## config.mk

```make
export PLATFORM = sky130hd
export DESIGN_NAME = prtbl_ctrl
export DESIGN_NICKNAME = d
export VERILOG_FILES = /design/src/rtl/prtbl_pkg.sv /design/src/rtl/prtbl_ctrl.sv
export SDC_FILE = /design/constraint.sdc
export NUM_CORES = 1
export LEC_CHECK = 0
export ABC_AREA = 1
export ABC_CLOCK_PERIOD_IN_PS = 1200
export BUFFER_PORTS_ARGS = -buffer_cell sky130_fd_sc_hd__buf_4
export CORE_AREA = 3 3 40 42
export CTS_CLUSTER_SIZE = 20
export DETAILED_ROUTE_END_ITERATION = 6
export DIE_AREA = 0 0 43 45
export REMOVE_ABC_BUFFERS = 1
export SYNTH_ARGS = -nofsm -noshare
export SYNTH_HDL_FRONTEND = slang
export SYNTH_SLANG_ARGS = --single-unit
export TNS_END_PERCENT = 50
```

## constraint.sdc

```tcl
create_clock -name clock -period 1.2 [get_ports clock]
set_clock_uncertainty 0.2 [all_clocks]
set_input_delay 0.06 -clock clock [delete_from_list [all_inputs] [get_ports clock]]
set_output_delay 0.06 -clock clock [all_outputs]
set_load 0.01 [all_outputs]
```

## src/rtl/prtbl_pkg.sv

```systemverilog
// Package for the per-route token bucket limiter.
// Holds the controller states, the command and status structs and fixed constants.
// No dependencies.
package prtbl_pkg;

   localparam logic [29:0] NS_PER_SEC = 30'd1000000000;
   localparam logic [23:0] COUNT_MAX  = 24'hFFFFFF;

   typedef enum logic [3:0] {
      ST_CLEAR,
      ST_IDLE,
      ST_CHECK,
      ST_DIV1,
      ST_PREP2,
      ST_DIV2,
      ST_REFILL,
      ST_TAKE,
      ST_RESP
   } state_type;

   typedef struct packed {
      logic clear_write;
      logic load;
      logic check;
      logic div_start_short;
      logic latch_interval;
      logic div_start_long;
      logic clear_add;
      logic latch_add;
      logic refill;
      logic take;
   } cmd_type;

   typedef struct packed {
      logic clear_last;
      logic limited;
      logic div_done;
      logic time_later;
   } status_type;

endpackage

```

## src/rtl/prtbl_ctrl.sv

```systemverilog
// Controller state machine sequencing clear, divisions, refill and take.
// Depends on prtbl_pkg.
module prtbl_ctrl (
   input  logic                  clock,
   input  logic                  reset,
   input  logic                  start,
   input  prtbl_pkg::status_type status,
   output prtbl_pkg::cmd_type    cmd,
   output logic                  busy,
   output logic                  rsp_valid
);

   prtbl_pkg::state_type state_ff, state_in;

   always_comb begin
      state_in = state_ff;
      case (state_ff)
         prtbl_pkg::ST_CLEAR: begin
            if (status.clear_last) begin
               state_in = prtbl_pkg::ST_IDLE;
            end
         end
         prtbl_pkg::ST_IDLE: begin
            if (start) begin
               state_in = prtbl_pkg::ST_CHECK;
            end
         end
         prtbl_pkg::ST_CHECK: begin
            state_in = status.limited ? prtbl_pkg::ST_DIV1 : prtbl_pkg::ST_RESP;
         end
         prtbl_pkg::ST_DIV1: begin
            if (status.div_done) begin
               state_in = prtbl_pkg::ST_PREP2;
            end
         end
         prtbl_pkg::ST_PREP2: begin
            state_in = status.time_later ? prtbl_pkg::ST_DIV2 : prtbl_pkg::ST_REFILL;
         end
         prtbl_pkg::ST_DIV2: begin
            if (status.div_done) begin
               state_in = prtbl_pkg::ST_REFILL;
            end
         end
         prtbl_pkg::ST_REFILL: state_in = prtbl_pkg::ST_TAKE;
         prtbl_pkg::ST_TAKE:   state_in = prtbl_pkg::ST_RESP;
         prtbl_pkg::ST_RESP:   state_in = prtbl_pkg::ST_IDLE;
         default:              state_in = prtbl_pkg::ST_IDLE;
      endcase
   end

   always_comb begin
      cmd       = '0;
      busy      = 1'b1;
      rsp_valid = 1'b0;
      case (state_ff)
         prtbl_pkg::ST_CLEAR: cmd.clear_write = 1'b1;
         prtbl_pkg::ST_IDLE: begin
            busy     = 1'b0;
            cmd.load = start;
         end
         prtbl_pkg::ST_CHECK: begin
            cmd.check           = 1'b1;
            cmd.div_start_short = status.limited;
         end
         prtbl_pkg::ST_DIV1:  cmd.latch_interval = status.div_done;
         prtbl_pkg::ST_PREP2: begin
            cmd.div_start_long = status.time_later;
            cmd.clear_add      = ~status.time_later;
         end
         prtbl_pkg::ST_DIV2:   cmd.latch_add = status.div_done;
         prtbl_pkg::ST_REFILL: cmd.refill    = 1'b1;
         prtbl_pkg::ST_TAKE:   cmd.take      = 1'b1;
         prtbl_pkg::ST_RESP:   rsp_valid     = 1'b1;
         default:              cmd           = '0;
      endcase
   end

   always_ff @(posedge clock) begin
      if (reset) begin
         state_ff <= prtbl_pkg::ST_CLEAR;
      end else begin
         state_ff <= state_in;
      end
   end

endmodule

```

==> results of run 1 <==
## kinds of logic (layout without fill, tap and decap cells)
group | count (synthesis) | after routing | share of synthesized area, %
AO/OA/AOI/OAI | 6 | 6 | 9.70
buffers and inverters | 16 | 58 | 16.1
flip-flops | 4 | 4 | 21.4
AND/OR/NAND/NOR | 40 | 40 | 52.8
## cells in the final DEF (no fill, tap or decap), drive strengths merged
| cell type | n |
|---|---|
| a21oi | 2 |
| buf | 36 |
| clkbuf | 3 |
| dfxtp | 4 |
| dlygate4sd3 | 3 |
| inv | 16 |
| nand2 | 15 |
| nand3 | 7 |
| nor2 | 15 |
| nor3 | 3 |
| o21a | 1 |
| o21ai | 3 |
## per-layer routing
layer | track usage (%) | vias up
met1 | 16.4 | 275
li1 | - | 292
met3 | 2.39 | 0
met5 | 0 | -
met2 | 22.5 | 9
met4 | 5.42 | 0
## repair_timing
action                                  4_1_cts  5_1_grt
endpoints found under the setup margin       16       16
pin swaps                                     5       15
gates resized for setup                      13       42
setup buffers                                 3        5
hold endpoints to repair                      4        0
hold buffers                                  3        0
## critical path: cells and delay by family (launching register included)
| family | cells | cell delay (ns) |
|---|---|---|
| AND/OR/NAND/NOR | 2 | 0.24 |
| buffers and inverters | 3 | 0.37 |
| flip-flops | 1 | 0.36 |
## area by class of cell
| type | count | area (sq um) |
|---|---|---|
| fill | 92 | 388 |
| multi-input combinational | 46 | 350 |
| timing repair buffer | 39 | 350 |
| sequential | 4 | 95.1 |
| inverter | 16 | 60.1 |
| clock buffer | 3 | 22.5 |
| tap | 15 | 18.8 |
## power by group through the flow
stage	clock (mW)	sequential [mW]	combinational, mW
after detailed placement	0	0.235	0.847
after floorplan	0	0.228	0.498
after global routing	0.180	0.317	1.49
after global placement	0	0.234	0.859
after CTS	0.173	0.258	0.914
final	0.163	0.311	1.38
## worst max-delay path by stage
| stage | from | endpoint | slack [ns] | cells past startpoint |
|---|---|---|---|---|
| floorplan | state_ff[2] | state_ff[2] | -0.11 | 9 |
| finish | state_ff[2] | busy | -0.26 | 5 |
| CTS | state_ff[3] | busy | -0.26 | 4 |
| global placement | state_ff[0] | state_ff[2] | -0.19 | 9 |
| detailed placement | state_ff[2] | state_ff[2] | -0.17 | 9 |
| global route | state_ff[2] | state_ff[2] | -0.33 | 9 |
## per-stage QoR
step / setup TNS [ns] / util, %
after floorplan: -0.219 / -
after global placement: -1.03 / 46.9
after detailed placement: -0.826 / 46.9
after CTS: -2.94 / 54.9
after global routing: -4.12 / 69.8
final: -3.18 / 69.8
==> out/qor.csv, run 1 <==
stage,metric,value,unit
yosys,post-synthesis instance total,66,
final_layout,number of diodes,0,
sta,Fin Hold WS,0.0843,ns
final_layout,Area Growth Syn to Fin,140,%
power,Switching Share,45.9,%
critical_path,Crit Path Class,reg -> out,
sta,crit share post-route,122,%
yosys,ranking of synthesized cells by area,"dfxtp_1 (21%), inv_1 (13%), nor2_1 (13%)",
placed_design,PortBufs,18,
power,PD cells,2070,nW/um^2
floorplan,Initial Util,29.1,%
drt,metal2 WL,865,microns
power,peak supply drop,1330,uV
power,Comb power frac,74.5,%
placed_design,placer congestion estimate,0.797,
final_layout,Largest register FFs,4,
drt,DRT Wirelength,1.56,mm
critical_path,Crit Path Max Fanout,6,
drt,Final ANT Viol Nets,0,
critical_path,crit end category,primary output,
drt,via count,576,
yosys,Seq cells post-synth,4,
worst_hold_path,hold_sp,status[0],
clock_tree,CTS tree,yes,
drt,DR iter-0 viols,3,
yosys,post-synth top area share,21.4,%
critical_path,worst flop-to-flop path endpoint,state_ff[2],
drt,DRC Markers,0,
critical_path,Worst setup SP type,flop,
sta,# setup viols final,16,
sta,final worst setup slack,-0.262,ns
drt,WL met3,53,microns
sta,Max transition margin,86.4,%
clock_tree,Clock Sinks,4,
drt,drt wl/cell,12.7,microns
floorplan,Die H,45,microns
floorplan,die area,1940,sq um
floorplan,io pins,19,
floorplan,core region area,1280,sq um
yosys,Unique masters post-synth,17,
final_layout,fin area,897,sq um
yosys,Async SR Flop Fraction,0,%
sta,RSZ-0062 raised after global routing,true,
clock_tree,"Clk pin slew, worst setup/hold paths",0.04,ns
clock_tree,clk_lat worst skew,0.23,ns
final_layout,share of layout cells above drive strength 1,77.8,%
worst_hold_path,Hold WC Path Type,in -> reg,
run_status,violated checks,setup timing,
placed_design,placed insts,109,
critical_path,cell mode on critical path,buf_6,
drt,uppermost layer routed,met3,
clock_tree,H-tree depth,1,
sta,Max Clk Rate,684,MHz
drt,WL met1,643,microns
grt,first-pass GRT wire length,1.95,mm
placed_design,pre-CTS setup slack,-0.167,ns
sta,Tightest Pin Transition,0.202,ns
placed_design,"Cell Area, Placed",603,sq um
critical_path,worst reg2reg setup slack,-0.25,ns
yosys,Post-synth EDFFs,0,
worst_hold_path,Hold Path Depth,5,
flow_run,max cap viols,0,
grt,GRT Residual Overflow,0,
grt,vias in the first global route,468,
critical_path,CP cell instances,nor2_4 -> buf_12 -> nand2_4 -> buf_6 -> buf_6,
yosys,Mapped Area,374,sq um
sta,Fin. Hold Viols,0,
critical_path,CP max-delay cell,dfxtp_4,
yosys,Synth Flop Type,dfxtp_1,
critical_path,reg2reg start,state_ff[2],
power,sequential share of power,16.7,%
sta,Pins Over Slew Limit,0,
clock_tree,Longest Clk Path Bufs,2,
power,Pleak,0.455,nW
power,Switch Pwr,0.853,mW
yosys,Post-synth top cells,"inv_1 (13), nor2_1 (13), nand2_1 (9), nand3_1 (6), nand2_2 (5)",
yosys,"Seq/Total Area, Yosys",21.4,%
grt,All-Layer GR Usage,13.2,%
final_layout,Largest Register,state_ff,
power,Clk pwr share,8.8,%
yosys,Ys Warns,0,
run_status,status,"finished, violations left",
floorplan,Row Count,13,
grt,initial antenna violation count,0,
yosys,Yosys top cell by area,dfxtp_1,
power,overall power,1.86,mW
floorplan,Die X,43,microns
final_layout,Top Registers,state_ff: 4 flops,
critical_path,Crit path arrival time,1.20,ns
critical_path,data required time of the worst path,0.94,ns
drt,first drt pass iteration count,3,
clock_tree,Root Buffer,clkbuf_4,
grt,largest net degree at the start of global routing,8,
critical_path,Crit path largest cell delay,0.36,ns
placed_design,dpl hpwl,787,microns
worst_hold_path,worst hold endpoint,state_ff[0],
yosys,Mean Syn Cell Area,5.67,sq um
critical_path,worst-case reg-to-reg path depth,9,
final_layout,Total Nets Final,117,
clock_tree,total CTS buffers,3,
final_layout,Non-Filler Instances,123,
sta,Tmin final,1.46,ns
power,Internal Pwr Total,1.01,mW
drt,drt via density,4.68,
(Power assumes the default switching activity.)
==> run 2, diff against run 1 <==
--- a/config.mk
+++ b/config.mk
@@ -5,7 +5,6 @@
 export SDC_FILE = /design/constraint.sdc
 export NUM_CORES = 1
 export LEC_CHECK = 0
-export ABC_AREA = 1
 export ABC_CLOCK_PERIOD_IN_PS = 1200
 export BUFFER_PORTS_ARGS = -buffer_cell sky130_fd_sc_hd__buf_4
 export CORE_AREA = 3 3 40 42
@@ -13,6 +12,7 @@
 export DETAILED_ROUTE_END_ITERATION = 6
 export DIE_AREA = 0 0 43 45
 export REMOVE_ABC_BUFFERS = 1
+export SETUP_SLACK_MARGIN = 0.4
 export SYNTH_ARGS = -nofsm -noshare
 export SYNTH_HDL_FRONTEND = slang
 export SYNTH_SLANG_ARGS = --single-unit
==> out/qor.csv, run 2 <==
stage,metric,value,unit,change
placed_design,placed insts,89,,was 109
clock_tree,H-tree depth,1,,unchanged
final_layout,Largest Register,state_ff,,unchanged
final_layout,Area Growth Syn to Fin,144,%,was 140%
yosys,Mapped Area,358,sq um,was 374 sq um
sta,Fin. Hold Viols,3,,was 0
floorplan,Die H,45,microns,unchanged
run_status,status,"finished, violations left",,unchanged
floorplan,core region area,1280,sq um,unchanged
drt,drt wl/cell,16.1,microns,was 12.7 microns
critical_path,Worst setup SP type,flop,,unchanged
yosys,Post-synth top cells,"dfxtp_1 (4), nand2_1 (4), nor2_1 (3)",,"was inv_1 (13), nor2_1 (13), nand2_1 (9), nand3_1 (6), nand2_2 (5)"
drt,DR iter-0 viols,16,,was 3
floorplan,Initial Util,27.8,%,was 29.1%
final_layout,number of diodes,0,,unchanged
grt,GRT Residual Overflow,0,,unchanged
critical_path,Crit Path Class,reg -> out,,unchanged
grt,first-pass GRT wire length,2.56,mm,was 1.95 mm
sta,crit share post-route,125,%,was 122%
power,PD cells,614,nW/um^2,was 2070 nW/um^2
critical_path,Crit Path Max Fanout,7,,was 6
run_status,violated checks,"hold timing, setup timing",,was setup timing
power,Pleak,0.386,nW,was 0.455 nW
drt,Final ANT Viol Nets,0,,unchanged
yosys,Yosys top cell by area,dfxtp_1,,unchanged
clock_tree,Clock Sinks,4,,unchanged
final_layout,Non-Filler Instances,98,,was 123
drt,DRC Markers,0,,unchanged
sta,Max Clk Rate,667,MHz,was 684 MHz
placed_design,placer congestion estimate,0.779,,was 0.797
critical_path,Crit path arrival time,1.24,ns,was 1.20 ns
worst_hold_path,Hold WC Path Type,in -> reg,,unchanged
final_layout,Total Nets Final,92,,was 117
sta,Pins Over Slew Limit,0,,unchanged
final_layout,Top Registers,state_ff: 4 flops,,unchanged
drt,first drt pass iteration count,4,,was 3
final_layout,post-layout util,68.1,%,was 69.8%
final_layout,"commonest non-fill, non-tap cell in the layout",buf_4,,unchanged
floorplan,die area,1940,sq um,unchanged
drt,drt via density,5.24,,was 4.68
final_layout,most frequent cells in the layout,"buf_4 (27), buf_6 (9), dfxtp_4 (4), nand2_2 (3), clkbuf_4 (3)",,"was buf_4 (25), inv_2 (10), buf_6 (10), nand2_2 (7), nor2_4 (7)"
sta,# setup viols final,16,,unchanged
placed_design,PortBufs,18,,unchanged
drt,via count,514,,was 576
grt,largest net degree at the start of global routing,8,,unchanged
power,peak supply drop,281,uV,was 1330 uV
yosys,Async SR Flop Fraction,0,%,unchanged
yosys,post-synthesis instance total,44,,was 66
drt,DRT Wirelength,1.58,mm,was 1.56 mm
sta,Tmin final,1.50,ns,was 1.46 ns
yosys,Ys Warns,0,,unchanged
grt,initial antenna violation count,0,,unchanged
clock_tree,Longest Clk Path Bufs,2,,unchanged
clock_tree,CTS tree,yes,,unchanged
sta,Tightest Pin Transition,0.251,ns,was 0.202 ns
sta,Fin Hold WS,-0.176,ns,was 0.0843 ns
critical_path,crit end category,primary output,,unchanged
sta,Max transition margin,83.0,%,was 86.4%
floorplan,Row Count,13,,unchanged
yosys,ranking of synthesized cells by area,"dfxtp_1 (22%), and4b_1 (5.6%), nor4b_1 (4.9%)",,"was dfxtp_1 (21%), inv_1 (13%), nor2_1 (13%)"
yosys,Mean Syn Cell Area,8.13,sq um,was 5.67 sq um
yosys,Post-synth EDFFs,0,,unchanged
sta,RSZ-0062 raised after global routing,true,,unchanged
clock_tree,"Clk pin slew, worst setup/hold paths",0.04,ns,about the same
yosys,Seq cells post-synth,4,,unchanged
sta,final worst setup slack,-0.299,ns,was -0.262 ns
yosys,"Seq/Total Area, Yosys",22.4,%,was 21.4%
grt,All-Layer GR Usage,17.4,%,was 13.2%
yosys,Unique masters post-synth,29,,was 17
floorplan,Die X,43,microns,unchanged
critical_path,worst reg2reg setup slack,-0.28,ns,was -0.25 ns
clock_tree,Root Buffer,clkbuf_4,,unchanged
final_layout,Largest register FFs,4,,unchanged
critical_path,data required time of the worst path,0.94,ns,about the same
yosys,Synth Flop Type,dfxtp_1,,unchanged
grt,vias in the first global route,537,,was 468
clock_tree,clk_lat worst skew,0.24,ns,was 0.23 ns
yosys,post-synth top area share,22.4,%,was 21.4%
floorplan,io pins,19,,unchanged
final_layout,share of layout cells above drive strength 1,80.7,%,was 77.8%
flow_run,max cap viols,0,,unchanged
placed_design,dpl hpwl,912,microns,was 787 microns
clock_tree,total CTS buffers,3,,unchanged
[run 2: area by class of cell]
type,instances,area [sq um]
fillers,83,410
multi-input cells,35,377
repair buffers,39,354
flip-flops and latches,4,95.1
clock buffers,3,22.5
well taps,15,18.8
inverters,2,7.51
[run 2: where the power goes]
group          total [mW]  switching (mW)  leakage [nW]  internal (mW)
clock network       0.175          0.0629        0.0138          0.112
registers           0.143          0.0102        0.0355          0.133
logic               0.218          0.0912         0.337          0.127
[run 2: cell families after synthesis]
family	count (synthesis)	synth area share [%]
DFF	4	22.4
buffers and inverters	5	8.04
AOI/OAI and AO/OA	10	22.7
xor gates and xnor gates	1	2.45
and+or+nand+nor	24	44.4
[run 2: worst max-delay path: stages (launching register included)]
cell and delay (ns):
dfxtp_4 0.36, buf_4 0.17, nor4_4 0.29, buf_4 0.17
[run 2: routing by layer]
layer / wire (microns) / global-route usage [%] / up-vias / part of all wire [%]
met2: 817 / 30.5 / 18 / 52
met4: 9 / 7.23 / 0 / 0.57
li1: - / - / 244 / -
met1: 693 / 21.4 / 250 / 44
met5: 0 / 0 / - / 0
met3: 61 / 2.39 / 2 / 3.9
[run 2: path summary, 6_finish.rpt]
path / start / to / depth (start not counted)
setup / recovery: state_ff[1] / cmd[9] / 3
hold / removal: reset / state_ff[3] / 2
setup reg to reg: state_ff[2] / state_ff[1] / 5
hold reg to reg: state_ff[3] / state_ff[2] / 1
[run 2: what timing repair did]
action | in CTS | in global routing
buffers inserted | 5 | 1
pin swaps | 7 | 5
endpoints found under the setup margin | 16 | 16
cloned | 0 | 0
endpoints found under the hold margin | 3 | 3
gates resized for setup | 32 | 14
[run 2: through the flow]
step	area (sq um)	worst slack (ns)	TNS (ns)	total power, mW	hold slack [ns]
final	875	-0.299	-3.60	0.537	-0.176
after global routing	875	-0.360	-4.54	0.567	-0.179
after CTS	796	-0.257	-3.11	0.518	-0.196
after detailed placement	603	-0.260	-2.18	0.287	0.0683
after global placement	603	-0.217	-1.99	0.287	0.0657
after floorplan	337	-0.268	-1.31	0.200	-0.0738
==> run 3, diff against run 2 <==
--- a/config.mk
+++ b/config.mk
@@ -11,6 +11,7 @@
 export CTS_CLUSTER_SIZE = 20
 export DETAILED_ROUTE_END_ITERATION = 6
 export DIE_AREA = 0 0 43 45
+export PLACE_DENSITY = 0.55
 export REMOVE_ABC_BUFFERS = 1
 export SETUP_SLACK_MARGIN = 0.4
 export SYNTH_ARGS = -nofsm -noshare
==> out/qor.csv, run 3 (synthesis results as in run 2) <==
stage,metric,value,unit,change
drt,drt wl/cell,15.3,microns,was 16.1 microns
sta,Fin. Hold Viols,3,,unchanged
grt,largest net degree at the start of global routing,7,,was 8
grt,initial antenna violation count,0,,unchanged
clock_tree,CTS tree,yes,,unchanged
floorplan,Initial Util,27.8,%,unchanged
final_layout,Area Growth Syn to Fin,121,%,was 144%
grt,GRT Residual Overflow,0,,unchanged
critical_path,data required time of the worst path,0.94,ns,about the same
floorplan,io pins,19,,unchanged
worst_hold_path,worst hold endpoint,state_ff[3],,unchanged
final_layout,Largest Register,state_ff,,unchanged
critical_path,Worst setup SP type,flop,,unchanged
grt,All-Layer GR Usage,16.6,%,was 17.4%
run_status,violated checks,"hold timing, setup timing",,unchanged
critical_path,worst reg2reg setup slack,-0.27,ns,was -0.28 ns
final_layout,FILL cells,112,,was 83
critical_path,crit end category,primary output,,unchanged
power,Comb power frac,38.2,%,was 40.7%
critical_path,CP max-delay cell,dfxtp_4,,unchanged
clock_tree,Clock Sinks,4,,unchanged
critical_path,Crit Path Class,reg -> out,,unchanged
flow_run,max cap viols,0,,unchanged
critical_path,Crit Path Max Fanout,6,,was 7
grt,first-pass GRT wire length,2.37,mm,was 2.56 mm
critical_path,CP cell instances,buf_6 -> buf_6 -> nor4bb_1 -> buf_4,,was buf_4 -> nor4_4 -> buf_4
power,Internal Pwr Total,0.363,mW,was 0.373 mW
sta,# setup viols final,16,,unchanged
sta,Tmin final,1.53,ns,was 1.50 ns
final_layout,number of diodes,0,,unchanged
drt,DRT Wirelength,1.50,mm,was 1.58 mm
final_layout,Total Nets Final,92,,unchanged
power,PD cells,642,nW/um^2,was 614 nW/um^2
critical_path,worst-case reg-to-reg path depth,5,,unchanged
floorplan,Die X,43,microns,unchanged
power,Switching Share,28.5,%,was 30.6%
sta,Pins Over Slew Limit,0,,unchanged
critical_path,cell mode on critical path,buf_6,,was buf_4
power,Pleak,0.367,nW,was 0.386 nW
placed_design,placed insts,87,,was 89
final_layout,most frequent cells in the layout,"buf_4 (26), buf_6 (12), nand2_2 (3), clkbuf_4 (3), dfxtp_4 (3)",,"was buf_4 (27), buf_6 (9), dfxtp_4 (4), nand2_2 (3), clkbuf_4 (3)"
power,overall power,0.508,mW,was 0.537 mW
drt,via count,513,,was 514
final_layout,"commonest non-fill, non-tap cell in the layout",buf_4,,unchanged
critical_path,worst flop-to-flop path endpoint,state_ff[1],,unchanged
final_layout,Largest register FFs,4,,unchanged
placed_design,placer congestion estimate,0.797,,was 0.779
power,peak supply drop,576,uV,was 281 uV
grt,vias in the first global route,540,,was 537
sta,crit share post-route,127,%,was 125%
drt,drt via density,5.23,,was 5.24
clock_tree,H-tree depth,1,,unchanged
drt,DR iter-0 viols,5,,was 16
floorplan,Row Count,13,,unchanged
drt,first drt pass iteration count,4,,unchanged
critical_path,reg2reg start,state_ff[1],,was state_ff[2]
drt,Final ANT Viol Nets,0,,unchanged
floorplan,die area,1940,sq um,unchanged
sta,Max Clk Rate,655,MHz,was 667 MHz
clock_tree,clk_lat worst skew,0.24,ns,about the same
power,Clk pwr share,33.3,%,was 32.7%
sta,Fin Hold WS,-0.179,ns,was -0.176 ns
final_layout,Top Registers,state_ff: 4 flops,,unchanged
placed_design,PortBufs,18,,unchanged
final_layout,Non-Filler Instances,98,,unchanged
floorplan,core region area,1280,sq um,unchanged
worst_hold_path,hold_sp,reset,,unchanged
worst_hold_path,Hold WC Path Type,in -> reg,,unchanged
clock_tree,Longest Clk Path Bufs,2,,unchanged
final_layout,share of layout cells above drive strength 1,74.7,%,was 80.7%
drt,DRC Markers,0,,unchanged
clock_tree,Root Buffer,clkbuf_4,,unchanged
floorplan,Die H,45,microns,unchanged
power,sequential share of power,28.5,%,was 26.7%
run_status,status,"finished, violations left",,unchanged
clock_tree,"Clk pin slew, worst setup/hold paths",0.04,ns,about the same
placed_design,dpl hpwl,933,microns,was 912 microns
critical_path,Crit path arrival time,1.27,ns,was 1.24 ns
sta,final worst setup slack,-0.326,ns,was -0.299 ns
sta,RSZ-0062 raised after global routing,true,,unchanged
worst_hold_path,Hold Path Depth,2,,unchanged
sta,Tightest Pin Transition,0.272,ns,was 0.251 ns
sta,Max transition margin,81.6,%,was 83.0%
clock_tree,total CTS buffers,3,,unchanged
power,Switch Pwr,0.145,mW,was 0.164 mW
critical_path,Crit path largest cell delay,0.36,ns,about the same
run 3: power by group through the flow:
stage	clock (mW)	sequential [mW]	combinational (mW)
CTS	0.176	0.146	0.188
global route	0.188	0.145	0.206
finish	0.169	0.145	0.194
global placement	0	0.148	0.135
detailed placement	0	0.148	0.136
floorplan	0	0.155	0.0459
run 3: stage by stage:
step / setup WS (ns) / setup TNS (ns) / utilization (%) / cell area [sq um]
after CTS: -0.330 / -3.54 / 60.3 / 774
after global routing: -0.358 / -4.48 / 61.6 / 792
after global placement: -0.268 / -2.16 / 45.8 / 588
after floorplan: -0.268 / -1.31 / - / 337
after detailed placement: -0.273 / -2.26 / 45.8 / 588
final: -0.326 / -3.62 / 61.6 / 792
run 3: worst max path at each step:
stage,startpoint,endpoint,slack [ns],cells past startpoint
after CTS,state_ff[0],cmd[3],-0.33,4
final,state_ff[0],cmd[3],-0.33,4
after global routing,state_ff[0],cmd[3],-0.36,4
after global placement,state_ff[1],state_ff[0],-0.27,4
after detailed placement,state_ff[1],state_ff[0],-0.27,4
after floorplan,state_ff[1],state_ff[0],-0.27,3
run 3: critical path: cells and delay by family (launching register included):
kind	cells	cell delay (ns)
flip-flops	1	0.36
AND/OR/NAND/NOR	1	0.25
buffers and inverters	3	0.42
run 3: what timing repair did:
item | CTS | global route
hold endpoints to repair | 3 | 3
endpoints found under the setup margin | 16 | 16
resized for setup | 29 | 5
pin swaps | 9 | 5
cloned | 1 | 0
buffers inserted | 7 | 0
run 3: area by class of cell:
class / count / area (sq um) / area share [%]
Timing Repair Buffer: 39 / 335 / 42.3
Inverter: 2 / 7.51 / 0.948
Clock buffer: 3 / 22.5 / 2.84
Tap cell: 15 / 18.8 / 2.37
Multi-Input combinational cell: 35 / 315 / 39.8
Sequential cell: 4 / 92.6 / 11.7
run 3: per-layer routing:
metal / part of all wire [%] / GRT usage [%]
met1: 38 / 18.0
met2: 52 / 29.6
met3: 7.7 / 6.77
met4: 1.8 / 5.42
met5: 0 / 0
